File: src/srts_ram.sv
module srts_ram #(
	parameter int WIDTH = 8,
	parameter int DEPTH = 2
) (
	input  logic                                   clk,
	input  logic                                   we,
	input  logic [(DEPTH > 1 ? $clog2(DEPTH) : 1)-1:0] waddr,
	input  logic [WIDTH-1:0]                       wdata,
	input  logic [(DEPTH > 1 ? $clog2(DEPTH) : 1)-1:0] raddr,
	output logic [WIDTH-1:0]                       rdata
);
	logic [WIDTH-1:0] mem [DEPTH];

	// One write port and one registered read port.
	always_ff @(posedge clk) begin
		if (we) begin
			mem[waddr] <= wdata;
		end
		rdata <= mem[raddr];
	end
endmodule

File: config.mk
export PLATFORM = sky130hd
export DESIGN_NAME = srts_ram
export DESIGN_NICKNAME = d
export VERILOG_FILES = /design/src/srts_ram.sv
export SDC_FILE = /design/constraint.sdc
export NUM_CORES = 1
export LEC_CHECK = 0
export ABC_AREA = 1
export BUFFER_PORTS_ARGS = -buffer_cell sky130_fd_sc_hd__buf_2
export CORE_UTILIZATION = 40
export CTS_CLUSTER_DIAMETER = 100
export DETAILED_ROUTE_END_ITERATION = 8
export GPL_TIMING_DRIVEN = 0
export HOLD_SLACK_MARGIN = 0.1
export REMOVE_ABC_BUFFERS = 1
export SLEW_MARGIN = 0
export SYNTH_ARGS = -nofsm -noshare
export SYNTH_HDL_FRONTEND = slang
export SYNTH_SLANG_ARGS = --single-unit
File: constraint.sdc
create_clock -name clk -period 2.2 [get_ports clk]
set_input_delay 0.22 -clock clk [delete_from_list [all_inputs] [get_ports clk]]
set_output_delay 0.22 -clock clk [all_outputs]
set_load 0.01 [all_outputs]
---- Yosys cells after proc, flatten, opt, wreduce, memory -nomap -nowiden ----
Memory sizes are Yosys's and may differ from the RTL's. A register that Yosys moved wholly into a read port is not among the register bits.
Index checks and enable logic that the tools add are counted.
storage, ports and cells
  memories kept ........................... 1
  register bits ........................... 0
  logic and storage cells ................. 3
  output and inout port bits .............. 8
  memory bits (writable) .................. 16
  input port bits ......................... 12
memory list
  name  words  bits a word  read ports  clocked after Yosys merged registers in  write ports  line  RTL
  mem   2      8            1           1                                        1            12    logic [WIDTH-1:0] mem [DEPTH];
cells by class
  multiplexer cells ....................... 2
operator list
  operator  count
  $mux W1   2

---- Depth between registers and ports, before layout ----
Gate-level depths: netlist of run 1.
  depth after elaboration ................. 2
  gate-level depth with buffers ........... 4
  mapped depth without buffers ............ 3

---- Worst setup path after synthesis of run 1 ----
Ideal clock, no wire load.
  path type ............................... input to register
  start point ............................. in we
  end point ............................... mem mem[0][0] (enable)
  setup time .............................. 0.371 ns
  setup slack ............................. 1.220 ns
  stages .................................. 2
  arrival time ............................ 0.609 ns
  cell sequence ........................... inv_1 -> nor2_1
on the way
  cells in the longest elaborated chain, start to end .. 2
ends and longest elaborated chain
  item                           line  RTL
  from (decl)                    6     input logic we,
  $mux W1                        16    if (we) begin
  $mux W1 (not written as such)  17    mem[waddr] <= wdata;
  to (decl)                      12
Every way passes these cells.

---- Worst setup path after layout of run 1 ----
  start point ............................. reg rdata[2] (read register of mem)
  end point ............................... out rdata[2]
RTL lines
  item         line  RTL
  from (decl)  10    output logic [WIDTH-1:0] rdata
No word-level cell between the ends.

==> flow_summary.json, run 1 <==
{
  "outcome": "finished, final reports clean",
  "start_util": 0.4358,
  "drcViolationCount": 0,
  "critPathMaxFanout": 1,
  "relSlewSlack": 0.5412,
  "cts_tree": "done",
  "dieArea_sq_um": 2080,
  "power_density_nw_per_um2": 784.7,
  "crit_chain": "buf_2",
  "cts.clk_slew.worst_paths_ns": 0.11,
  "total_power_w": 0.0007708,
  "drive_gt1_frac": 0.2738,
  "port_buffers": 19,
  "yosys.area_share.simple": 0.1283,
  "wl_per_cell_um": 9.606,
  "antenna_found_initial": 0,
  "finalWorstSetupSlack_ns": 1.233,
  "coreArea_sq_um": 1745,
  "hold_viol_final": 0,
  "path_delay_family": "flip-flops",
  "dp_hpwl_um": 645.4,
  "root_buffer": "clkbuf_4",
  "chipHeight_um": 45.61,
  "setup_tns_ns": 0,
  "synth-compound-area-share": 0,
  "ys_ff_latch": 24,
  "reg2reg_from": "mem[0][1]$_DFFE_PP_",
  "syn_area_sq_um": 760.7,
  "fmax_mhz": 1034,
  "drtAntennaViolNets": 0,
  "synthMuxAreaShare": 0,
  "hp-start": "raddr",
  "crit_start": "rdata[2]$_DFF_P_",
  "synth_top_family_by_area": "simple AND/OR/NAND/NOR gates",
  "drtPass1Iterations": 4,
  "crit_required_ns": 1.98,
  "ys_seq_area_frac": 0.8421,
  "critical_path_class": "flop to output port",
  "path_buf_inv": 1,
  "die_w_um": 45.61,
  "synth_xor_area_frac": 0,
  "hp-class": "input pin to flop",
  "grt_max_degree": 14,
  "slew_violations": 0,
  "finalSetupViolations": 0,
  "post-cts-setup-buffers": 0,
  "max_cap_violations": 0,
  "first_iter_violations": 3,
  "startpoint_type": "flop",
  "dp_worst_setup_slack_ns": 0.9438,
  "cts_htree_levels": 1,
  "cts_buffer_depth": 2,
  "routed_wl_um": 1047,
  "worstPathArrival_ns": 0.75,
  "place_congestion": 0.6372,
  "syn_area_per_cell_sq_um": 14.09,
  "max_slew.worst_pin.slew_ns": 0.6857,
  "grt_pass1_vias": 426,
  "layout_common_cells": "nand2_1 (25), buf_2 (19), edfxtp_1 (16)",
  "vdd_drop_max_mv": 0.4469,
  "rsz0062_at_grt": "false",
  "syn_inst": 54,
  "gr-total-overflow": 0,
  "skew_ns": 0.001040,
  "areaGrowthSynthToFinish_pct": 29.11,
  "cts.sinks": 24,
  "synth_warnings": 0,
  "post_drt_via_cell_ratio": 4.156,
  "vias": 453,
  "synth_fa_ha_area_frac": 0,
  "num-nets-final": 97,
  "fin_crit_ns": 0.9671,
  "rows": 15,
  "fin_crit_sh": 0.4396,
  "track_usage": 0.1234,
  "crit_path_end_kind": "output port",
  "slowest_stage": "dfxtp_1",
  "final_util": 0.5627,
  "grt_pass1_wl_um": 1697,
  "clk_latency_ns": 0.30,
  "pin_count": 20,
  "power_leakage_nw": 0.4344,
  "synth.distinct_cells": 7,
  "diodes": 0,
  "critical_path.max_stage_delay_ns": 0.32,
  "final_common_cell": "nand2_1",
  "cts_buffers": 3
}
## synthesized netlist by cell type, drive strengths merged
master / number / area (sq um)
buf: 1 / 11.26
dfxtp: 8 / 160.2
nor2: 1 / 3.750
inv: 3 / 11.26
edfxtp: 16 / 480.5
nand2: 25 / 93.84
## final timing paths
kind	depth (start not counted)	slack [ns]	to
worst min-delay path	3	0.22	rdata[7]$_DFF_P_
worst max-delay path	1	1.23	rdata[2]
worst max register to register	2	1.60	rdata[1]$_DFF_P_
worst min register to register	2	0.44	rdata[7]$_DFF_P_
## routing by layer
| layer | share of wire | vias to the layer above | track usage | routed length (um) |
|---|---|---|---|---|
| met5 | 0 | - | 0 | 0 |
| met4 | 0 | 0 | 0.03636 | 0 |
| met2 | 0.60 | 13 | 0.2314 | 627 |
| li1 | - | 235 | - | - |
| met1 | 0.35 | 205 | 0.1155 | 365 |
| met3 | 0.051 | 0 | 0.05952 | 53 |
## repair_timing
action / in CTS / in global routing
gates resized for setup: 0 / 0
hold endpoints to repair: 13 / 2
hold buffers: 7 / 1
## layout make-up
cell class	count	area, sq um
multi-input combinational	26	97.59
fill	151	763.2
tap	25	31.28
sequential	24	640.6
clock buffer	4	26.28
inverter	3	11.26
timing repair buffer	27	175.2
## cell families (layout without fill, tap and decap cells)
group | count (synthesis) | in the layout
buf+inv | 4 | 34
flops | 24 | 24
simple gates | 26 | 26
## sequential cells by signal, summed over array words and instances, names as in the netlist
| signal | count |
|---|---|
| mem | 16 |
| rdata | 8 |
## power by group
group	switching (W)	total, W	internal (W)
combinational	0.0000338	0.0000649	0.0000312
clock	0.000112	0.000183	0.0000706
sequential	0.00000715	0.000523	0.000516
## stage by stage
stage	cell area [sq um]	cells	hold WS [ns]
after global routing	982.2	109	0.2231
after detailed placement	875.8	97	0.4107
final	982.2	109	0.2239
after floorplan	749.5	53	0.3189
after CTS	972.2	108	0.1060
after global placement	875.8	97	0.4067
(Power assumes the default switching activity.)
==> run 2, diff against run 1 <==
- clock period: 2.2 -> 0.92 ns (I/O delays scaled with it)
==> flow_summary.json, run 2 (synthesis results as in run 1) <==
{
  "outcome": "finished, final reports clean",
  "max_cap_violations": 0,
  "holdPathEnd": "mem[0][2]$_DFFE_PP_",
  "slew_violations": 0,
  "hp-start": "waddr",
  "cts_resized": 0,
  "critical_path.max_stage_delay_ns": 0.32,
  "startpoint_type": "flop",
  "layout_common_cells": "nand2_1 (25), buf_2 (19), edfxtp_1 (16)",
  "crit_required_ns": 0.83,
  "grt_pass1_wl_um": 1711,
  "rsz0062_at_grt": "false",
  "reg2reg_depth": 2,
  "grt_max_degree": 14,
  "final_common_cell": "nand2_1",
  "relSlewSlack": 0.5432,
  "first_iter_violations": 3,
  "place_congestion": 0.6372,
  "die_w_um": 45.61,
  "holdPathStages": 2,
  "cts.sinks": 24,
  "dp_cells": 97,
  "diodes": 0,
  "dp_hpwl_um": 645.4,
  "routed-wl-met3_um": 53,
  "met1_length_um": 368,
  "hp-class": "input pin to flop",
  "cts_tree": "done",
  "port_buffers": 19,
  "fmax_mhz": 1192,
  "grt_pass1_vias": 431,
  "top_regs": "mem (16), rdata (8)",
  "r2r_slack_ns": 0.32,
  "total_power_w": 0.001846,
  "root_buffer": "clkbuf_4",
  "start_util": 0.4358,
  "drcViolationCount": 0,
  "drtPass1Iterations": 4,
  "vdd_drop_max_mv": 1.069,
  "nFillCells": 150,
  "coreArea_sq_um": 1745,
  "worstPathArrival_ns": 0.75,
  "post_drt_via_cell_ratio": 4.164,
  "regMostFlops": "mem",
  "wl_per_cell_um": 9.573,
  "path_buf_inv": 1,
  "vias": 458,
  "cts_htree_levels": 1,
  "num-nets-final": 98,
  "slowest_stage": "dfxtp_1",
  "path_delay_family": "flip-flops",
  "fin_crit_sh": 0.9120,
  "dieArea_sq_um": 2080,
  "met2_length_um": 631,
  "crit_path_end_kind": "output port",
  "route.top_layer_used": "met3",
  "antenna_found_initial": 0,
  "crit_chain": "buf_2",
  "routed_wl_um": 1053,
  "reg2reg_to": "rdata[1]$_DFF_P_",
  "fin_crit_ns": 0.8391,
  "chipHeight_um": 45.61,
  "track_usage": 0.1243,
  "stdcell_count": 110,
  "reg2reg_from": "mem[0][1]$_DFFE_PP_",
  "pin_count": 20,
  "hold_viol_final": 0,
  "clk_latency_ns": 0.30,
  "cts_buffer_depth": 2,
  "skew_ns": 0.001135,
  "finalSetupViolations": 0,
  "drtAntennaViolNets": 0,
  "critical_path_class": "flop to output port",
  "power_density_nw_per_um2": 1861,
  "drive_gt1_frac": 0.2706,
  "gr-total-overflow": 0,
  "areaGrowthSynthToFinish_pct": 30.43,
  "critPathMaxFanout": 1,
  "max_slew.worst_pin.slew_ns": 0.6827,
  "cts_buffers": 3,
  "rows": 15,
  "power_leakage_nw": 0.4385,
  "cts.clk_slew.worst_paths_ns": 0.11,
  "largest_reg_flops": 16
}
-- run 2: cell types whose count changed in the layout (fill, tap and decap cells not counted), sizes merged --
cell,delta
dlygate4sd3,+1
-- run 2: report_power, final --
group	total [W]	switching, W	internal (W)
logic	0.000158	0.0000811	0.0000773
registers	0.00125	0.0000171	0.00123
clock network	0.000437	0.000268	0.000169
total	0.00185	0.000367	0.00148
-- run 2: cell type report --
| class | count | area (sq um) | share of cell area |
|---|---|---|---|
| Multi-Input combinational cell | 26 | 97.59 | 0.09836 |
| Timing Repair Buffer | 28 | 185.2 | 0.1866 |
| Inverter | 3 | 11.26 | 0.01135 |
| Clock buffer | 4 | 26.28 | 0.02648 |
| Sequential cell | 24 | 640.6 | 0.6456 |
| Tap cell | 25 | 31.28 | 0.03153 |
-- run 2: how the worst max path moves through the flow --
stage	from	endpoint	slack (ns)	depth (start not counted)
floorplan	we	mem[0][0]$_DFFE_PP_	0.07	2
global placement	waddr	mem[0][0]$_DFFE_PP_	-0.20	2
detailed placement	waddr	mem[0][0]$_DFFE_PP_	-0.21	2
CTS	rdata[1]$_DFF_P_	rdata[1]	0.06	1
global route	raddr	rdata[4]$_DFF_P_	0.02	5
finish	rdata[2]$_DFF_P_	rdata[2]	0.08	1
-- run 2: stage by stage --
step                utilization  TNS [ns]  worst slack (ns)  area, sq um  hold WS, ns
global placement         0.5018    -1.572           -0.1968        875.8       0.2787
floorplan                     -         0           0.06810        749.5       0.1909
detailed placement       0.5018    -1.664           -0.2082        875.8       0.2827
CTS                      0.5685         0           0.05968        992.2       0.2305
global route             0.5685         0           0.01891        992.2       0.2409
finish                   0.5685         0           0.08092        992.2       0.2371
-- run 2: layer usage --
metal  GRT usage  vias up
met2      0.2343       13
met1      0.1155      208
li1            -      237
met4     0.03636        0
met3     0.05952        0
met5           0        -
-- run 2: timing repair --
| item | in CTS | in global routing |
|---|---|---|
| buffers inserted | 0 | 0 |
| endpoints found under the hold margin | 20 | 0 |
| hold buffers | 9 | 0 |
