==> config.mk <==
export PLATFORM = sky130hd
export DESIGN_NAME = srts_front
export DESIGN_NICKNAME = d
export VERILOG_FILES = /design/src/srts_pkg.sv /design/src/srts_front.sv
export SDC_FILE = /design/constraint.sdc
export NUM_CORES = 1
export LEC_CHECK = 0
export BUFFER_PORTS_ARGS = -buffer_cell sky130_fd_sc_hd__buf_2
export CORE_MARGIN = 1
export CORE_UTILIZATION = 35
export DETAILED_ROUTE_END_ITERATION = 10
export SKIP_CTS_REPAIR_TIMING = 1
export SLEW_MARGIN = 20
export SYNTH_ARGS = -nofsm -noshare
export SYNTH_HDL_FRONTEND = slang
export SYNTH_SLANG_ARGS = --single-unit
==> constraint.sdc <==
create_clock -name clk -period 13.6 [get_ports clk]
set_input_delay 2.72 -clock clk [delete_from_list [all_inputs] [get_ports clk]]
set_output_delay 2.72 -clock clk [all_outputs]
set_load 0.01 [all_outputs]
==> src/srts_pkg.sv <==
package srts_pkg;

	// Image sector size is 2048 bytes, so scaling is a shift by 11 - disk_sector_shift.
	localparam int unsigned ImageShift = 11;
	localparam int unsigned ShiftMin = 9;
	localparam int unsigned ShiftMax = 12;
	localparam int unsigned LengthMax = 64;
	localparam int unsigned ResultLimit = 64;

	// Command codes.
	typedef enum logic {
		CMD_LOAD = 1'b0,
		CMD_READ = 1'b1
	} cmd_t;

	// Configuration register indexes.
	localparam logic REG_CHUNK_COUNT = 1'b0;
	localparam logic REG_DISK_SHIFT  = 1'b1;

	// One chunk table entry as stored in the table memory.
	typedef struct packed {
		logic [31:0] image_first;
		logic [31:0] image_last;
		logic [63:0] disk_first;
	} chunk_t;

	// One queued input beat.
	typedef struct packed {
		cmd_t        command;
		logic [7:0]  entry_index;
		chunk_t      chunk;
		logic [31:0] request_sector;
		logic [6:0]  request_length;
		logic [31:0] buffer_address;
	} item_t;

endpackage

==> src/srts_front.sv <==
module srts_front (
	input  logic           clk,
	input  logic           arst_n,
	input  logic           start,
	output logic           busy,
	input  srts_pkg::item_t item_in,
	output logic           item_valid,
	output srts_pkg::item_t item_out,
	input  logic           item_pop
);
	import srts_pkg::*;

	item_t      queue_q [2];
	logic       wr_ptr_q;
	logic       rd_ptr_q;
	logic [1:0] count_q;
	logic       push;

	assign busy       = (count_q == 2'd2);
	assign push       = start && !busy;
	assign item_valid = (count_q != 2'd0);
	assign item_out   = queue_q[rd_ptr_q];

	// Two-entry queue between the accepting side and the sequencer.
	always_ff @(posedge clk or negedge arst_n) begin
		if (!arst_n) begin
			wr_ptr_q <= 1'b0;
			rd_ptr_q <= 1'b0;
			count_q  <= 2'd0;
		end else begin
			if (push) begin
				wr_ptr_q <= ~wr_ptr_q;
			end
			if (item_pop) begin
				rd_ptr_q <= ~rd_ptr_q;
			end
			count_q <= count_q + {1'b0, push} - {1'b0, item_pop};
		end
	end

	// Payload storage needs no reset.
	always_ff @(posedge clk) begin
		if (push) begin
			queue_q[wr_ptr_q] <= item_in;
		end
	end
endmodule

# Word level (Yosys, flattened, before mapping)
# Memory sizes are Yosys's and may differ from the RTL's.
# Cells that the tools add are included.
# totals
elab_cells	14
mem_count	1
ramBits	416
reg_bits	4
in_bits	212
# mem_list
memory	words	word_bits	rd	rd_clocked_by_memory_dff	wr	line_no	rtl
queue_q	2	208	1	0	1	srts_front.sv:13	item_t queue_q [2];
# classes
n_reduce_logical	3
add_sub_neg	2
mux	2
n_bitwise	2
n_eq_ne	1
# op_table
operator	count
$add 2x1->2	1
$eq 2x2->1 const B	1
$mux 1	2
$not 1->1	2
$reduce_bool 2->1	1
$sub 2x1->2	1
$logic_and 1x1->1	1
$logic_not 1->1	1

# Longest topological paths before layout
# Gate-level depths: netlist of run 1.
# logic_depth
depth_word	5
depth_mapped	7
mapped_depth_nobuf	7

# Worst setup path before layout of run 1
# No wires, ideal clock.
# synth_path
path_kind	input-to-reg
from	input port start
to	memory queue_q[0][0] (netlist name), enable pin
n_path_buf	0
setup_slack_ns	1.385
stages	2
required_time_ns	12.820
arrival_ns	11.435
cell_sequence	nand2_1 > nor2_1
# synth_between
elab_chain_cells	3
# synth_rtl
element	line_no	rtl
start, declared	srts_front.sv:4	input logic start,
$logic_and 1x1->1	srts_front.sv:20	assign push = start && !busy;
$mux 1	srts_front.sv:43	if (push) begin
$mux 1 (implied by the code)	srts_front.sv:44	queue_q[wr_ptr_q] <= item_in;
end, declared	srts_front.sv:13	
# No other way between the ends.

==> metrics.txt, run 1 <==
status=finished clean; Die Span Y=213 um; Detailed Route WL=slightly above 30000 um; WL met3=about 3500 um; wire length on met2=14600 um; Starting Density=0.354; Root Buffer=clkbuf_16; Layout area overhead=25.7%; antenna violations before repair=4; syn_area_per_cell=23.5 um2; final setup vio count=0; detailed placement HPWL=21300 um; met1 wire length=12200 um; P_leak=7.55 nW; Most Frequent Cell on Critical Path=buf_4; synthesis-stage register bit count=420; crit path cell chain=buf_4, buf_4, mux2_2, buf_2; Worst-path clk slew=0.06 ns; WP data required=10.88 ns; post-route ant nets=0; CTS tree=done; Cell variety after synth=17; Max-Cap Viols=0; power per cell area=214 nW/um2; cell family with most CP delay=buffers and inverters; H-tree levels=2; die area=45500 um2; Mapped Cells=about 660; gpl congestion=approximately 0.73; FP Rows=77; clock tree sinks=420; number of fill cells=3912; relative slew slack=0.299; Final period util=0.466; total number of vias=7663; Critical path buffers and inverters=3; setup TNS=0 ns; VDD IR-drop max=about 130 uV; max incr delay on CP=0.89 ns; IO buf count=421; DP Cell Count=1664; critical path data arrival time=3.62 ns; grt ovf=0; Final Max Tran Viols=0; Worst Skew=0.0143 ns; CP max stage cell=buf_4; CTS buffer count=44; largest net degree at the start of global routing=72; Ys Warns=0; Worst-Margin Slew=1.05 ns; Netlist Area Pre-Place=15600 um2; share of cells above drive strength 1=0.610; DRC=0; Setup Crit Path Kind=reg -> out; Final min period=6.34 ns; CTS max path bufs=3; vias in the first global route=7851; DR top layer=met5; type of element launching the critical path=flop; Final Hold Violating Endpoints=0; unrepaired setup endpoints after global routing=false; part of the Yosys area used for sequential elements=0.805; CORE AREA=44100 um2; drt pass-1 iters=4; Achievable Freq=158 MHz; Post-Synthesis Net Count=878; fin nets=1332; Finished Layout Cells=about 1700; drt via density=4.41; clock latency on the worst-skew pair=0.55 ns; global-route usage over all layers=0.129; chip width=213 um; drt initial violations=308; worst hold path type=reg -> reg; # IOs=~420; worst-path maximum fanout=about 60; global-route wire length before repair=roughly 44000 um; drt wl/cell=17.9 um; crit path capture type=output port
cell usage in the layout (no fill, tap or decap), drive strengths merged, types with 2 or more instances in the layout:
cell / Yosys / final
buf: 23 / 431
edfxtp: 416 / 416
mux2: 208 / 208
clkbuf: 0 / 56
clkinv: 0 / 15
dfrtp: 4 / 4
xnor2: 3 / 3
inv: 2 / 3
diode: 0 / 2
ha: 2 / 2
through the flow:
| stage | hold slack [ns] | total power, W | instance area [um2] | worst slack [ns] | utilization |
|---|---|---|---|---|---|
| final | 0.513 | 0.00420 | 19600 | 7.26 | 0.445 |
| after global routing | 0.571 | 0.00441 | 19600 | 7.05 | 0.445 |
| after CTS | 0.515 | 0.00428 | 19600 | 7.17 | 0.445 |
| after detailed placement | 0.502 | 0.00318 | 18400 | 7.79 | 0.416 |
| after global placement | 0.494 | 0.00317 | 18300 | 7.86 | 0.416 |
| after floorplan | 0.460 | 0.00282 | 15600 | 1.39 | - |
Yosys cell counts (all sizes together):
| cell type | count | area, um2 |
|---|---|---|
| xor2 | 1 | 8.76 |
| mux2 | 208 | 2720 |
| ha | 2 | 25.0 |
| nand2 | 1 | 3.75 |
| edfxtp | 416 | 12500 |
| xnor2 | 3 | 26.3 |
| dfrtp | 4 | 100 |
| inv | 2 | 7.51 |
| or2 | 1 | 6.26 |
| nor2 | 1 | 3.75 |
| buf | 23 | 230 |
| nand2b | 1 | 6.26 |
| and3 | 1 | 6.26 |
kinds of logic after synthesis:
group,Yosys count,share of synthesized area
buffers and inverters,25,0.0152
multiplexers,208,0.174
XOR/XNOR,4,0.00224
adder cells (fa/ha/maj),2,0.00160
flip-flops,420,0.805
AND/OR/NAND/NOR,5,0.00168
flip-flops by register name (all words and copies together), names as in the netlist:
| signal | count |
|---|---|
| queue_q | 416 |
| count_q | 2 |
| rd_ptr_q | 1 |
| wr_ptr_q | 1 |
cell type report:
| cell class | count | area (um2) | share of cell area |
|---|---|---|---|
| tap | 592 | 741 | 0.0377 |
| clock buffer | 56 | 1170 | 0.0594 |
| clock inverter | 17 | 113 | 0.00573 |
| antenna | 2 | 5.00 | 0.000255 |
| timing repair buffer | 431 | 2200 | 0.112 |
| inverter | 2 | 7.51 | 0.000382 |
| multi-input combinational | 219 | 2820 | 0.143 |
| sequential | 420 | 12600 | 0.641 |
power breakdown:
part,switching [W],total (W),internal [W]
clock network,0.000451,0.00107,0.000621
registers,0.0000888,0.00186,0.00177
logic,0.000658,0.00127,0.000611
metal layers:
layer / global-route usage / vias up
li1: - / 3556
met1: 0.149 / 3721
met2: 0.207 / 324
met3: 0.0583 / 56
met4: 0.0567 / 6
met5: 0 / -
path summary, 6_finish.rpt:
| check | cells past startpoint | from | slack, ns | endpoint |
|---|---|---|---|---|
| setup reg to reg | 4 | count_q[1]$_DFF_PN0_ | 10.99 | queue_q[1][160]$_DFFE_PP_ |
| max in group asynchronous | 1 | arst_n | 11.50 | rd_ptr_q$_DFFE_PN0P_ |
| setup / recovery | 4 | rd_ptr_q$_DFFE_PN0P_ | 7.26 | item_out[27] |
| hold / removal | 1 | count_q[0]$_DFF_PN0_ | 0.51 | count_q[0]$_DFF_PN0_ |
| min in group asynchronous | 1 | arst_n | 1.97 | rd_ptr_q$_DFFE_PN0P_ |
| hold reg to reg | 1 | count_q[0]$_DFF_PN0_ | 0.51 | count_q[0]$_DFF_PN0_ |
worst reg2reg max path, delay by kind of cell, from the launching register on:
kind          cells  cell delay, ns
buf+inv           2            1.06
simple gates      2            0.74
flops             1            0.40
No activity file was read; power rests on OpenSTA's default activity.
==> inputs of run 2 (changes only) <==
- ABC_AREA: default -> 1
- clock period: 13.6 -> 6.53 ns (I/O delays scaled with it)
==> run 2 against run 1 <==
- critical path depth did not move
- count of clock-buffer cells in the layout is 3 higher
- final area is 0.27% lower
- global-route usage up 1.2 points
- via count is 21% higher
- sequential cell count is the same
- setup slack worse by 4.6 ns
- register-to-register slack got worse by 7.0 ns
- clock power rose by 110%
- routed wire length up 6.2%
- critical path type unchanged
- synthesized cell count up 68%
- combinational power increased by 98%
==> metrics.txt, run 2 <==
Final Core Density=0.451 (was 0.445); global-route wire length before repair=48600 um (was 44200 um); Ys Warns=0 (unchanged); Main synth FF type=edfxtp_1 (unchanged); Die Span Y=213 um (about the same); Layout area overhead=26.0% (was 25.7%); most common cell after layout, fill and taps aside=buf_2 (unchanged); max FFs per register=416 (unchanged); max incr delay on CP=0.89 ns (about the same); combinational share of power=0.290 (was 0.302); CTS max path bufs=3 (unchanged); syn_area_per_cell=14.0 um2 (was 23.5 um2); Detailed Route WL=33000 um (was 31100 um); relative slew slack=0.404 (was 0.299); CP max stage cell=dfrtp_4 (was buf_4); gpl congestion=0.752 (was 0.731); Synth Area in Compound Gates=0.0669 (was 0); switching fraction of total power=0.327 (was 0.285); Achievable Freq=257 MHz; Post-Place Cell Area=18300 um2 (was 18400 um2); Clk network pwr share=0.265 (was 0.255); Synth Area in Simple Gates=0.0535 (was 0.00168); DP Cell Count=2080 (was 1664); largest net degree at the start of global routing=185 (was 72); CORE AREA=43500 um2 (was 44100 um2); commonest cells after routing, fill and taps aside=buf_2, edfxtp_1, nand2_1 (was buf_2, edfxtp_1, mux2_2); crit path capture type=output port (unchanged); worst-path maximum fanout=184 (was 61); Most flops, register=queue_q (unchanged); part of the Yosys area used for sequential elements=0.809 (was 0.805); largest family of logic cells by synthesized area=buffers and inverters (was multiplexers); Final Power=0.00869 W (was 0.00420 W); IO buf count=421 (unchanged); Final period util=0.597; number of synthesized flops with an enable pin=416 (unchanged); clock tree sinks=420 (unchanged); P_leak=8.24 nW (was 7.55 nW); Netlist Area Pre-Place=15600 um2 (about the same); # IOs=422 (unchanged); asr flop ratio synth=0.00952 (unchanged); Final Max Tran Viols=0 (unchanged); detailed placement HPWL=21600 um (was 21300 um); FP Rows=76 (was 77); Worst-Margin Slew=0.893 ns (was 1.05 ns); worst hold path type=reg -> reg (unchanged); Mapped Cells=1114 (was 664); number of fill cells=3978 (was 3912); cell area after layout=19600 um2 (about the same); drt initial violations=514 (was 308); Final Hold Violating Endpoints=0 (unchanged); Int Pwr=0.00585 W (was 0.00300 W); crit path cell chain=buf_12, nand2_1, o21ai_1, buf_2 (was buf_4, buf_4, mux2_2, buf_2); type of element launching the critical path=flop (unchanged); final setup vio count=0 (unchanged); Critical path buffers and inverters=2 (was 3); H-tree levels=2 (unchanged); post-route ant nets=0 (unchanged); Setup Crit Path Kind=reg -> out (unchanged); status=finished clean (unchanged); synthesis-stage register bit count=420 (unchanged); setup TNS=0 ns (unchanged); Starting Density=0.358 (was 0.354); drt wl/cell=15.3 um (was 17.9 um); Final min period=slightly below 4 ns; VDD IR-drop max=612 uV (was 132 uV); drt via density=4.28 (was 4.41); CTS buffer count=44 (unchanged); Post-synth top cells=edfxtp_1, nand2_1, inv_1 (was edfxtp_1, mux2_2, mux2_4); dominant cell type by area after synthesis=edfxtp_1 (unchanged); Worst Skew=0.0208 ns (was 0.0143 ns); critical path data arrival time=2.59 ns (was 3.62 ns); share of cells above drive strength 1=0.308 (was 0.610); ranking of synthesized cells by area=edfxtp_1, nand2_1, inv_1, o21ai_0, o21ai_1 (was edfxtp_1, mux2_4, mux2_2, buf_8, dfrtp_1); Synth Area in XOR/XNOR=0.000563 (was 0.00224); Synth top area share=0.803 (was 0.799); WP data required=5.22 ns (was 10.88 ns); vias in the first global route=9012 (was 7851); Sequential Power Share=0.445 (was 0.443); fin nets=1755 (was 1332); drt pass-1 iters=5 (was 4); antenna violations before repair=10 (was 4); count leader, synth=edfxtp_1 (unchanged); global-route usage over all layers=0.141 (was 0.129); DRC=0 (unchanged); clock latency on the worst-skew pair=0.55 ns (about the same); Worst-path clk slew=0.06 ns (about the same); chip width=213 um (about the same); power per cell area=444 nW/um2 (was 214 nW/um2); adder-cell share of the synthesized area=0.00161 (was 0.00160); cell family with most CP delay=flip-flops (was buffers and inverters); Cell variety after synth=13 (was 17); Max-Cap Viols=0 (unchanged); Root Buffer=clkbuf_16 (unchanged); die area=45300 um2 (was 45500 um2); Finished Layout Cells=2163 (was 1739); CTS tree=done (unchanged); total number of vias=9265 (was 7663); grt ovf=0 (unchanged); sw power=0.00285 W (was 0.00120 W); mux contribution to synthesized area=0 (was 0.174); Largest regs=queue_q (416), count_q (2) (unchanged); unrepaired setup endpoints after global routing=false (unchanged); Post-Synthesis Net Count=1328 (was 878)
[run 2: tightest hold or removal path, stage by stage, from the launching register on]
cell and delay, ns:
dfrtp_1 0.34, nand2_1 0.05, nand2_1 0.05
[run 2: final cells by class]
cell class	instances	area, um2	share of cell area
clock inverters	17	126	0.00645
flip-flops and latches	420	12600	0.643
well taps	585	732	0.0374
diodes	7	17.5	0.000894
repair buffers	427	2200	0.112
multi-input cells	432	1910	0.0977
inverters	216	818	0.0418
clock buffers	59	1190	0.0607
[run 2: per-layer routing]
layer  part of all wire  vias to the layer above  track usage
li1                   -                     4630            -
met2               0.47                      318        0.230
met4              0.024                        8       0.0548
met3               0.10                       63       0.0643
met5             0.0016                        -            0
met1               0.40                     4246        0.162
[run 2: metrics by stage]
step	setup slack (ns)	hold slack, ns
finish	2.63	0.473
global route	2.43	0.506
CTS	2.62	0.477
detailed placement	3.21	0.463
global placement	3.17	0.456
floorplan	0.546	0.442
[run 2: power groups by stage]
stage                     Combinational (W)  Sequential (W)  Clock (W)
after floorplan                     0.00153         0.00392          0
after global routing                0.00284         0.00392    0.00247
after CTS                           0.00259         0.00387    0.00238
after global placement              0.00256         0.00390          0
after detailed placement            0.00258         0.00392          0
final                               0.00252         0.00386    0.00230
[run 2: final timing paths]
kind                                      startpoint                        end  slack [ns]  cells after the start
max in group asynchronous                     arst_n       rd_ptr_q$_DFFE_PN0P_        5.82                      1
worst min-delay path            wr_ptr_q$_DFFE_PN0P_       wr_ptr_q$_DFFE_PN0P_        0.47                      2
worst max-delay path            rd_ptr_q$_DFFE_PN0P_               item_out[91]        2.63                      4
min in group asynchronous                     arst_n       count_q[1]$_DFF_PN0_        0.56                      1
worst min register to register  wr_ptr_q$_DFFE_PN0P_       wr_ptr_q$_DFFE_PN0P_        0.47                      2
worst max register to register  count_q[1]$_DFF_PN0_  queue_q[0][147]$_DFFE_PP_        4.02                      4
[run 2: logic make-up after synthesis]
family / Yosys count
xor gates and xnor gates: 1
adders and majority gates: 2
and+or+nand+nor: 221
AOI/OAI and AO/OA: 208
DFF: 420
buffers and inverters: 262
