### config.mk
export PLATFORM = sky130hd
export DESIGN_NAME = srts_back
export DESIGN_NICKNAME = d
export VERILOG_FILES = /design/src/srts_pkg.sv /design/src/srts_back.sv
export SDC_FILE = /design/constraint.sdc
export NUM_CORES = 1
export LEC_CHECK = 0
export BUFFER_PORTS_ARGS = -buffer_cell sky130_fd_sc_hd__buf_2
export CAP_MARGIN = 20
export CORE_MARGIN = 2
export CORE_UTILIZATION = 40
export CTS_BUF_LIST = sky130_fd_sc_hd__clkbuf_8
export CTS_CLUSTER_DIAMETER = 80
export DETAILED_ROUTE_END_ITERATION = 7
export SLEW_MARGIN = 30
export SYNTH_ARGS = -nofsm -noshare
export SYNTH_HDL_FRONTEND = slang
export SYNTH_SLANG_ARGS = --single-unit
### constraint.sdc
create_clock -name clk -period 10 [get_ports clk]
set_input_delay 0 -clock clk [delete_from_list [all_inputs] [get_ports clk]]
set_output_delay 0 -clock clk [all_outputs]
set_load 0.01 [all_outputs]
### src/srts_pkg.sv
package srts_pkg;

	// Image sector size is 2048 bytes, so scaling is a shift by 11 - disk_sector_shift.
	localparam int unsigned ImageShift = 11;
	localparam int unsigned ShiftMin = 9;
	localparam int unsigned ShiftMax = 12;
	localparam int unsigned LengthMax = 64;
	localparam int unsigned ResultLimit = 64;

	// Command codes.
	typedef enum logic {
		CMD_LOAD = 1'b0,
		CMD_READ = 1'b1
	} cmd_t;

	// Configuration register indexes.
	localparam logic REG_CHUNK_COUNT = 1'b0;
	localparam logic REG_DISK_SHIFT  = 1'b1;

	// One chunk table entry as stored in the table memory.
	typedef struct packed {
		logic [31:0] image_first;
		logic [31:0] image_last;
		logic [63:0] disk_first;
	} chunk_t;

	// One queued input beat.
	typedef struct packed {
		cmd_t        command;
		logic [7:0]  entry_index;
		chunk_t      chunk;
		logic [31:0] request_sector;
		logic [6:0]  request_length;
		logic [31:0] buffer_address;
	} item_t;

endpackage

### src/srts_back.sv
module srts_back #(
	parameter int TABLE_ENTRIES = 256,
	parameter int MAX_TRANSFER = 64
) (
	input  logic            clk,
	input  logic            arst_n,
	input  logic            item_valid,
	input  srts_pkg::item_t item,
	output logic            item_pop,
	input  logic [8:0]      chunk_count,
	input  logic [1:0]      shift_code,
	output logic            tbl_we,
	output logic [(TABLE_ENTRIES > 1 ? $clog2(TABLE_ENTRIES) : 1)-1:0] tbl_waddr,
	output srts_pkg::chunk_t tbl_wdata,
	output logic [(TABLE_ENTRIES > 1 ? $clog2(TABLE_ENTRIES) : 1)-1:0] tbl_raddr,
	input  srts_pkg::chunk_t tbl_rdata,
	output logic            result_strobe,
	output logic [63:0]     disk_sector,
	output logic [6:0]      transfer_length,
	output logic [31:0]     transfer_address,
	output logic            final_transfer
);
	import srts_pkg::*;

	localparam int IW = TABLE_ENTRIES > 1 ? $clog2(TABLE_ENTRIES) : 1;
	localparam int CW0 = $clog2(TABLE_ENTRIES + 1);
	localparam int LW = CW0 > 9 ? CW0 : 9;

	typedef enum logic [2:0] {
		ST_IDLE, ST_RUN, ST_RCMP, ST_SCAN, ST_MAP, ST_SPLIT, ST_FINISH
	} state_t;

	state_t       state_q;
	logic [32:0]  sec_q;
	logic [6:0]   left_q;
	logic [31:0]  addr_q;
	logic [31:0]  phys_q;
	logic [63:0]  dsec_q;
	logic [8:0]   tmp_q;
	logic [1:0]   sh_q;
	logic [6:0]   count_q;
	logic [IW-1:0] recent_q;
	logic         recent_valid_q;
	logic [LW-1:0] issue_q;
	logic         pend_q;
	logic [IW-1:0] pend_idx_q;
	chunk_t       ent_q;
	logic         hit_q;
	logic         held_q;
	logic [63:0]  held_dsec_q;
	logic [6:0]   held_len_q;
	logic [31:0]  held_addr_q;

	logic [LW-1:0] lim;
	logic          covers;
	logic [32:0]   room;
	logic [6:0]    run;
	logic [32:0]   diff;
	logic [34:0]   offset;
	logic [8:0]    run_scaled;
	logic [8:0]    len;
	logic [31:0]   step;
	logic [6:0]    left_init;

	// Scan limit is the loaded count, capped at the table size.
	assign lim = (LW'(chunk_count) >= LW'(TABLE_ENTRIES)) ? LW'(TABLE_ENTRIES) : LW'(chunk_count);

	// The current sector lies in the chunk at the table read port.
	assign covers = (sec_q >= {1'b0, tbl_rdata.image_first}) &&
		(sec_q <= {1'b0, tbl_rdata.image_last});

	// Run length, clipped at the chunk end when a chunk matched.
	assign room = {1'b0, ent_q.image_last} - sec_q + 33'd1;
	assign run  = (hit_q && (room < {26'd0, left_q})) ? room[6:0] : left_q;
	assign diff = sec_q - {1'b0, ent_q.image_first};

	// Scaling by 2048 >> shift for the four shift settings.
	always_comb begin
		case (sh_q)
			2'd0: begin
				offset     = {diff, 2'b00};
				run_scaled = {run, 2'b00};
			end
			2'd1: begin
				offset     = {1'b0, diff, 1'b0};
				run_scaled = {1'b0, run, 1'b0};
			end
			2'd2: begin
				offset     = {2'b00, diff};
				run_scaled = {2'b00, run};
			end
			default: begin
				offset     = {3'b000, diff[32:1]};
				run_scaled = {3'b000, run[6:1]};
			end
		endcase
	end

	assign len  = (tmp_q >= 9'(MAX_TRANSFER)) ? 9'(MAX_TRANSFER) : tmp_q;
	assign step = 32'(MAX_TRANSFER) << (ShiftMin + 32'(sh_q));
	assign left_init = (item.request_length > 7'(LengthMax)) ? 7'(LengthMax)
		: item.request_length;

	// Table write on a load, table reads for recent check and scan.
	assign item_pop  = (state_q == ST_IDLE) && item_valid;
	assign tbl_we    = item_pop && (item.command == CMD_LOAD) &&
		(32'(item.entry_index) < 32'(TABLE_ENTRIES));
	assign tbl_waddr = IW'(item.entry_index);
	assign tbl_wdata = item.chunk;
	assign tbl_raddr = (state_q == ST_RUN) ? recent_q : issue_q[IW-1:0];

	// Sequencer: run lookup, mapping and transfer split, with one held result.
	always_ff @(posedge clk or negedge arst_n) begin
		if (!arst_n) begin
			state_q        <= ST_IDLE;
			recent_q       <= '0;
			recent_valid_q <= 1'b0;
			pend_q         <= 1'b0;
			held_q         <= 1'b0;
			result_strobe  <= 1'b0;
			count_q        <= '0;
			issue_q        <= '0;
		end else begin
			result_strobe <= 1'b0;
			unique case (state_q)
				ST_IDLE: begin
					if (item_pop && item.command == CMD_READ) begin
						sec_q   <= {1'b0, item.request_sector};
						left_q  <= left_init;
						addr_q  <= item.buffer_address;
						sh_q    <= shift_code;
						count_q <= '0;
						state_q <= (left_init == 7'd0) ? ST_FINISH : ST_RUN;
					end
				end
				ST_RUN: begin
					issue_q <= '0;
					pend_q  <= 1'b0;
					state_q <= recent_valid_q ? ST_RCMP : ST_SCAN;
				end
				ST_RCMP: begin
					if (covers) begin
						ent_q   <= tbl_rdata;
						hit_q   <= 1'b1;
						state_q <= ST_MAP;
					end else begin
						recent_valid_q <= 1'b0;
						state_q        <= ST_SCAN;
					end
				end
				ST_SCAN: begin
					if (pend_q && covers) begin
						ent_q          <= tbl_rdata;
						hit_q          <= 1'b1;
						recent_q       <= pend_idx_q;
						recent_valid_q <= 1'b1;
						state_q        <= ST_MAP;
					end else if (issue_q < lim) begin
						pend_q     <= 1'b1;
						pend_idx_q <= issue_q[IW-1:0];
						issue_q    <= issue_q + LW'(1);
					end else begin
						hit_q   <= 1'b0;
						state_q <= ST_MAP;
					end
				end
				ST_MAP: begin
					dsec_q  <= hit_q ? (ent_q.disk_first + {29'd0, offset}) : {31'd0, sec_q};
					tmp_q   <= run_scaled;
					phys_q  <= addr_q;
					sec_q   <= sec_q + {26'd0, run};
					left_q  <= left_q - run;
					addr_q  <= addr_q + {14'd0, run, 11'd0};
					state_q <= ST_SPLIT;
				end
				ST_SPLIT: begin
					if (tmp_q != 9'd0) begin
						if (count_q < 7'(ResultLimit)) begin
							count_q          <= count_q + 7'd1;
							held_q           <= 1'b1;
							held_dsec_q      <= dsec_q;
							held_len_q       <= len[6:0];
							held_addr_q      <= phys_q;
							result_strobe    <= held_q;
							disk_sector      <= held_dsec_q;
							transfer_length  <= held_len_q;
							transfer_address <= held_addr_q;
							final_transfer   <= 1'b0;
						end
						tmp_q  <= tmp_q - len;
						dsec_q <= dsec_q + {55'd0, len};
						phys_q <= phys_q + step;
					end else begin
						state_q <= (left_q != 7'd0) ? ST_RUN : ST_FINISH;
					end
				end
				ST_FINISH: begin
					result_strobe    <= held_q;
					disk_sector      <= held_dsec_q;
					transfer_length  <= held_len_q;
					transfer_address <= held_addr_q;
					final_transfer   <= 1'b1;
					held_q           <= 1'b0;
					state_q          <= ST_IDLE;
				end
				default: begin
					state_q <= ST_IDLE;
				end
			endcase
		end
	end
endmodule

# Yosys cells after proc, flatten, opt, wreduce, memory -nomap -nowiden
# Index checks and enable logic that the tools add are counted.
# Widths: inputs -> output; s select.
dict set report op_classes {
  n_addsub 13
  magnitude_cmp 8
  eq_ne 18
  shift 1
  muxes 67
  bitwise_logic 2
  n_reduce_logical 31
}
# operator n
set op_table {}
lappend op_table {{$mux 128} 2}
lappend op_table {{$mux 64} 4}
lappend op_table {{$pmux 128 s2} 1}
lappend op_table {{$pmux 64 s2} 2}
lappend op_table {{$pmux 32 s2} 3}
lappend op_table {{$mux 32} 4}
lappend op_table {{$pmux 35 s3} 1}
lappend op_table {{$pmux 33 s2} 1}
lappend op_table {{$add 64x35->64} 1}
lappend op_table {{$add 64x9->64} 1}
lappend op_table {{$mux 7} 8}
lappend op_table {{$mux 9} 5}
lappend op_table {{$pmux 7 s2} 3}
lappend op_table {{$pmux 9 s2} 2}
lappend op_table {{$add 33x1->33 const B} 1}
lappend op_table {{$add 33x7->33} 1}
lappend op_table {{$ge 33x32->1} 1}
lappend op_table {{$le 33x32->1} 1}
lappend op_table {{$lt 33x7->1} 1}
lappend op_table {{$mux 33} 1}
lappend op_table {{$sub 32x33->33} 1}
lappend op_table {{$sub 33x32->33} 1}
lappend op_table {{$add 32x18->32} 1}
lappend op_table {{$add 32x32->32} 1}
lappend op_table {{36 further kinds} 92}
dict set report totals {
  regBits 554
  in_bits 350
  word_cells 167
}

# Longest topological paths before layout
dict set report logic_depth {
  depth_word 7
  ltp_mapped 36
}

# Worst setup path before layout
# No wires, ideal clock.
dict set report synth_timing {
  kind {register to register}
  startpoint {register sec_q[1]}
  endpoint {register sec_q[30], data pin}
  setup_time_ns 0.269
  t_arrival_ns 6.609
  required_ns 9.731
  path_slack_ns 3.122
  path_stages_with_launch 36
  path_buffers 0
  synth_period_minus_slack_ns 6.878
  path_cell_list {edfxtp_1 > ha_1 > inv_1 > ha_1 > inv_1 > fa_1 > nand2b_1 > nand2b_1 > a21oi_1 > xnor2_1 > ha_1 > and3_1 > nor4_1 > o2111ai_1 > a2111o_1 > nor4_1 > nand4_1 > nor4_4 > nand4_4 > mux2i_1 > inv_1 > ha_1 > inv_1 > fa_1 > nand3b_1 > a21boi_0 > o21a_1 > o21ai_0 > a21oi_1 > and2_1 > nor2b_1 > nand2b_1 > nor2_1 > nand3_1 > xnor2_1 > o21ai_0}
}
dict set report synth_via {
  elab_chain_len 7
}
# element line_no
set synth_rtl {}
lappend synth_rtl {{start, declared} srts_back.sv:34} ;# logic [32:0] sec_q;
lappend synth_rtl {{start signal, assigned} srts_back.sv:128} ;# sec_q <= {1'b0, item.request_sector};
lappend synth_rtl {{start signal, assigned} srts_back.sv:171} ;# sec_q <= sec_q + {26'd0, run};
lappend synth_rtl {{$sub 32x33->33} srts_back.sv:73} ;# assign room = {1'b0, ent_q.image_last} - sec_q + 33'd1;
lappend synth_rtl {{$add 33x1->33} srts_back.sv:73}
lappend synth_rtl {{$lt 33x7->1} srts_back.sv:74} ;# assign run = (hit_q && (room < {26'd0, left_q})) ? room[6:0] : left_q;
lappend synth_rtl {{$logic_and 1x1->1} srts_back.sv:74}
lappend synth_rtl {{$mux 7} srts_back.sv:74}
lappend synth_rtl {{$add 33x7->33 (*)} srts_back.sv:171}
lappend synth_rtl {{$pmux 33 s2 (*)} srts_back.sv:125} ;# unique case (state_q)
# Every way passes the cells marked *; elsewhere a longest branch is shown, timed or not.
# A chain may end at the register's enable or synchronous reset.

# Worst setup path in the final report
dict set report layout_timing {
  startpoint {register sec_q[1]}
  endpoint {register sec_q[31], data pin}
}
# Same word-level chain as after synthesis.

==> results.cfg <==
[critical_path]
critPathCaptureType = flop
cp-start-kind = flop
cp_slowest_stage_delay_ps = 690
critPathKind = reg -> reg
r2r_slack_ps = 1630
cp.required_ps = 10460
r2r_start = sec_q[1]
worstRegToRegCells = 33
critPathArrivalTime_ps = 8830
rr_endpoint = sec_q[31]
critPathSlowestCell = nor3_1
crit_top_cell = ha_1
path_max_fanout = 10

[power_and_ir_drop]
vdd_drop_max_mv = 0.0967
p_leak_nw = 16.6
total_power_w = 0.00767
p_per_area_nw_per_um2 = 192

[floorplan]
die-width_um = 292
io_pins = 601
initial_utilization_pct = 40.4
fp.dieH_um = 292
core_um2 = 82100
num_rows = 105
dieArea_um2 = 85300

[timing]
layout_min_cycle_time_ps = 8370
setup_viol = 0
hold_viol = 0
slew_viol_final = 0
timing.fmax_mhz = 119
tightest_slew_ps = 975
setup_slack_ps = 1630
period_share_pct = 83.7
rsz0062_at_grt = no
max-slew-margin-rel_pct = 34.4
totalNegativeSetupSlack_ps = 0
clock_skew_ps = 50.0

[cts]
clock_path_buffers = 3
cts-root-buf = clkbuf_8
numCtsBuffers = 98
clkTransAtPathRegs_ps = 60
clock_latency_ps = 730
cts_num_sinks = 554
tritoncts = done
htreeDepth = 3
postCtsSetupBuffers = 0

[global_routing]
grt_remaining_overflow = 0
grt_max_degree = 92
grt_pass1_vias = 25100
grt_pass1_wl_um = 148000
track_usage_pct = 22.8
antenna_found_initial = 5

[synthesis]
seq_area_frac_synth_pct = 49.6
synth_seq_cells = 554
synth.avg_cell_area_um2 = 10.9
synth_cell_types = 87
synth_area_um2 = 33200
synthArstFlopShare_pct = 5.60
yosys_warnings = 0
synth_edf_count = 523
synthCells = 3046
synth_ff_type = edfxtp_1

[route]
drtPass1Iterations = 5
vias = 25000
wire_per_inst_um = 21.0
drc = 0
ant_nets = 0
drt_wl_total_um = 99500
viasPerCell = 5.28
drt_iter0_drc = 1509

[final_layout]
drive_gt1_share_pct = 14.4
multiInputGateArea_um2 = 14600
n_fill_cell = 7566
regArea_um2 = 16500
final_nets = 4201
syn_to_final_growth_pct = 20.5
final_util_pct = 48.7
mostFrequentLayoutCell = edfxtp_1
final_cell_mix = 523 x edfxtp_1, 328 x buf_2, 311 x dlygate4sd3_1

[min_path]
min_from = item[100]
holdPathStages = 0
hold_path.class = in -> out
hold_end = tbl_wdata[29]

[outcome]
status = finished clean

[run]
max_cap_violations = 0

[placement]
gp_congestion = 0.905
io_buffer_count = 328
dp_hpwl_um = 72800
post-place-ws_ps = 1730
## layout make-up
| type | count | share of cell area, % |
|---|---|---|
| repair buffers | 660 | 12.4 |
| clock buffers | 102 | 3.51 |
| flip-flops and latches | 554 | 41.2 |
| inverters | 208 | 1.95 |
| well taps | 1070 | 3.35 |
| diodes | 1 | 0.00625 |
| clock inverters | 75 | 1.04 |
| multi-input cells | 2070 | 36.6 |
## how the worst max path moves through the flow
stage	from	cells past startpoint	endpoint	slack (ps)
final	sec_q[1]	33	sec_q[31]	1630
after global routing	sec_q[1]	33	sec_q[31]	1010
after CTS	sec_q[1]	33	sec_q[31]	1700
after detailed placement	sec_q[1]	33	sec_q[31]	1730
after global placement	sec_q[1]	33	sec_q[29]	2000
after floorplan	sec_q[1]	35	sec_q[30]	3120
## worst max-delay path: cells and delay by family (launching register included)
family | cells | cell delay [ps]
muxes | 1 | 570
xor gates and xnor gates | 2 | 470
AOI/OAI and AO/OA | 10 | 1380
buffers and inverters | 3 | 410
and+or+nand+nor | 12 | 3150
adders and majority gates | 5 | 1580
DFF | 1 | 540
## flip-flops by register name, summed over array words and instances, names as in the netlist, 2 cells and up
| register | count |
|---|---|
| held_addr_q | 32 |
| transfer_address | 32 |
| ent_q | 128 |
| transfer_length | 7 |
| pend_idx_q | 8 |
| state_q | 3 |
| addr_q | 32 |
| tmp_q | 9 |
| held_len_q | 7 |
| sh_q | 2 |
| left_q | 7 |
| disk_sector | 64 |
| sec_q | 33 |
| issue_q | 9 |
| recent_q | 8 |
| phys_q | 32 |
| count_q | 7 |
| held_dsec_q | 64 |
| dsec_q | 64 |
## layer usage
metal  global-route usage (%)  part of all wire, %  wire (um)
met1                     29.6                   44      43300
met4                     8.79                  3.3       3310
met3                     5.02                  7.1       7110
met5                    0.908                0.065         65
met2                     37.0                   46      45700
## synth_stat cells (11+ instances only)
cell	instances	area, um^2
a211oi_1	16	120
a21boi_0	13	97.6
a21o_1	100	751
a21oi_1	174	871
a31oi_1	14	87.6
and2_1	48	300
and3_1	54	338
and4_1	13	114
buf_4	137	1030
clkbuf_1	62	233
dfrtp_1	31	776
edfxtp_1	523	15700
ha_1	251	3140
inv_1	205	769
mux2_2	19	214
mux2i_1	77	771
nand2_1	262	983
nand2b_1	27	169
nand3_1	84	420
nand3b_1	13	97.6
nand4_1	48	300
nor2_1	146	548
nor2b_1	34	213
nor3_1	36	180
nor4_1	11	68.8
o211ai_1	13	97.6
o21a_1	23	173
o21ai_0	181	906
o21bai_1	12	90.1
o22ai_1	32	200
xnor2_1	138	1210
xor2_1	91	797
## report_power, final
part           switching [W]  leakage, nW  total, W  internal [W]
registers           0.000226         5.17   0.00323       0.00300
clock network       0.000984         1.04   0.00199       0.00100
logic                0.00148         10.4   0.00246      0.000974
## through the flow
step	cell area [um^2]	hold slack [ps]	std cells
floorplan	33200	-296	3051
finish	40000	0.00353	4740
detailed placement	35000	0.0686	4249
global placement	35000	0.0686	4249
CTS	40000	0.0274	4738
global route	40000	0.0189	4740
## repair_timing
item / 4_1_cts / 5_1_grt
resized for setup: 0 / 0
hold endpoints to repair: 245 / 0
hold buffers: 312 / 0
## cell families (layout without fill, tap and decap cells)
group	count (synthesis)	after routing	synth area share (%)
buffers and inverters	427	1045	6.50
other	2	8	0.0226
AOI/OAI and AO/OA	667	667	12.7
xor gates and xnor gates	229	229	6.04
and+or+nand+nor	809	809	12.1
muxes	99	99	3.12
adders and majority gates	259	259	9.94
DFF	554	554	49.6
No activity file was read; power rests on OpenSTA's default activity.
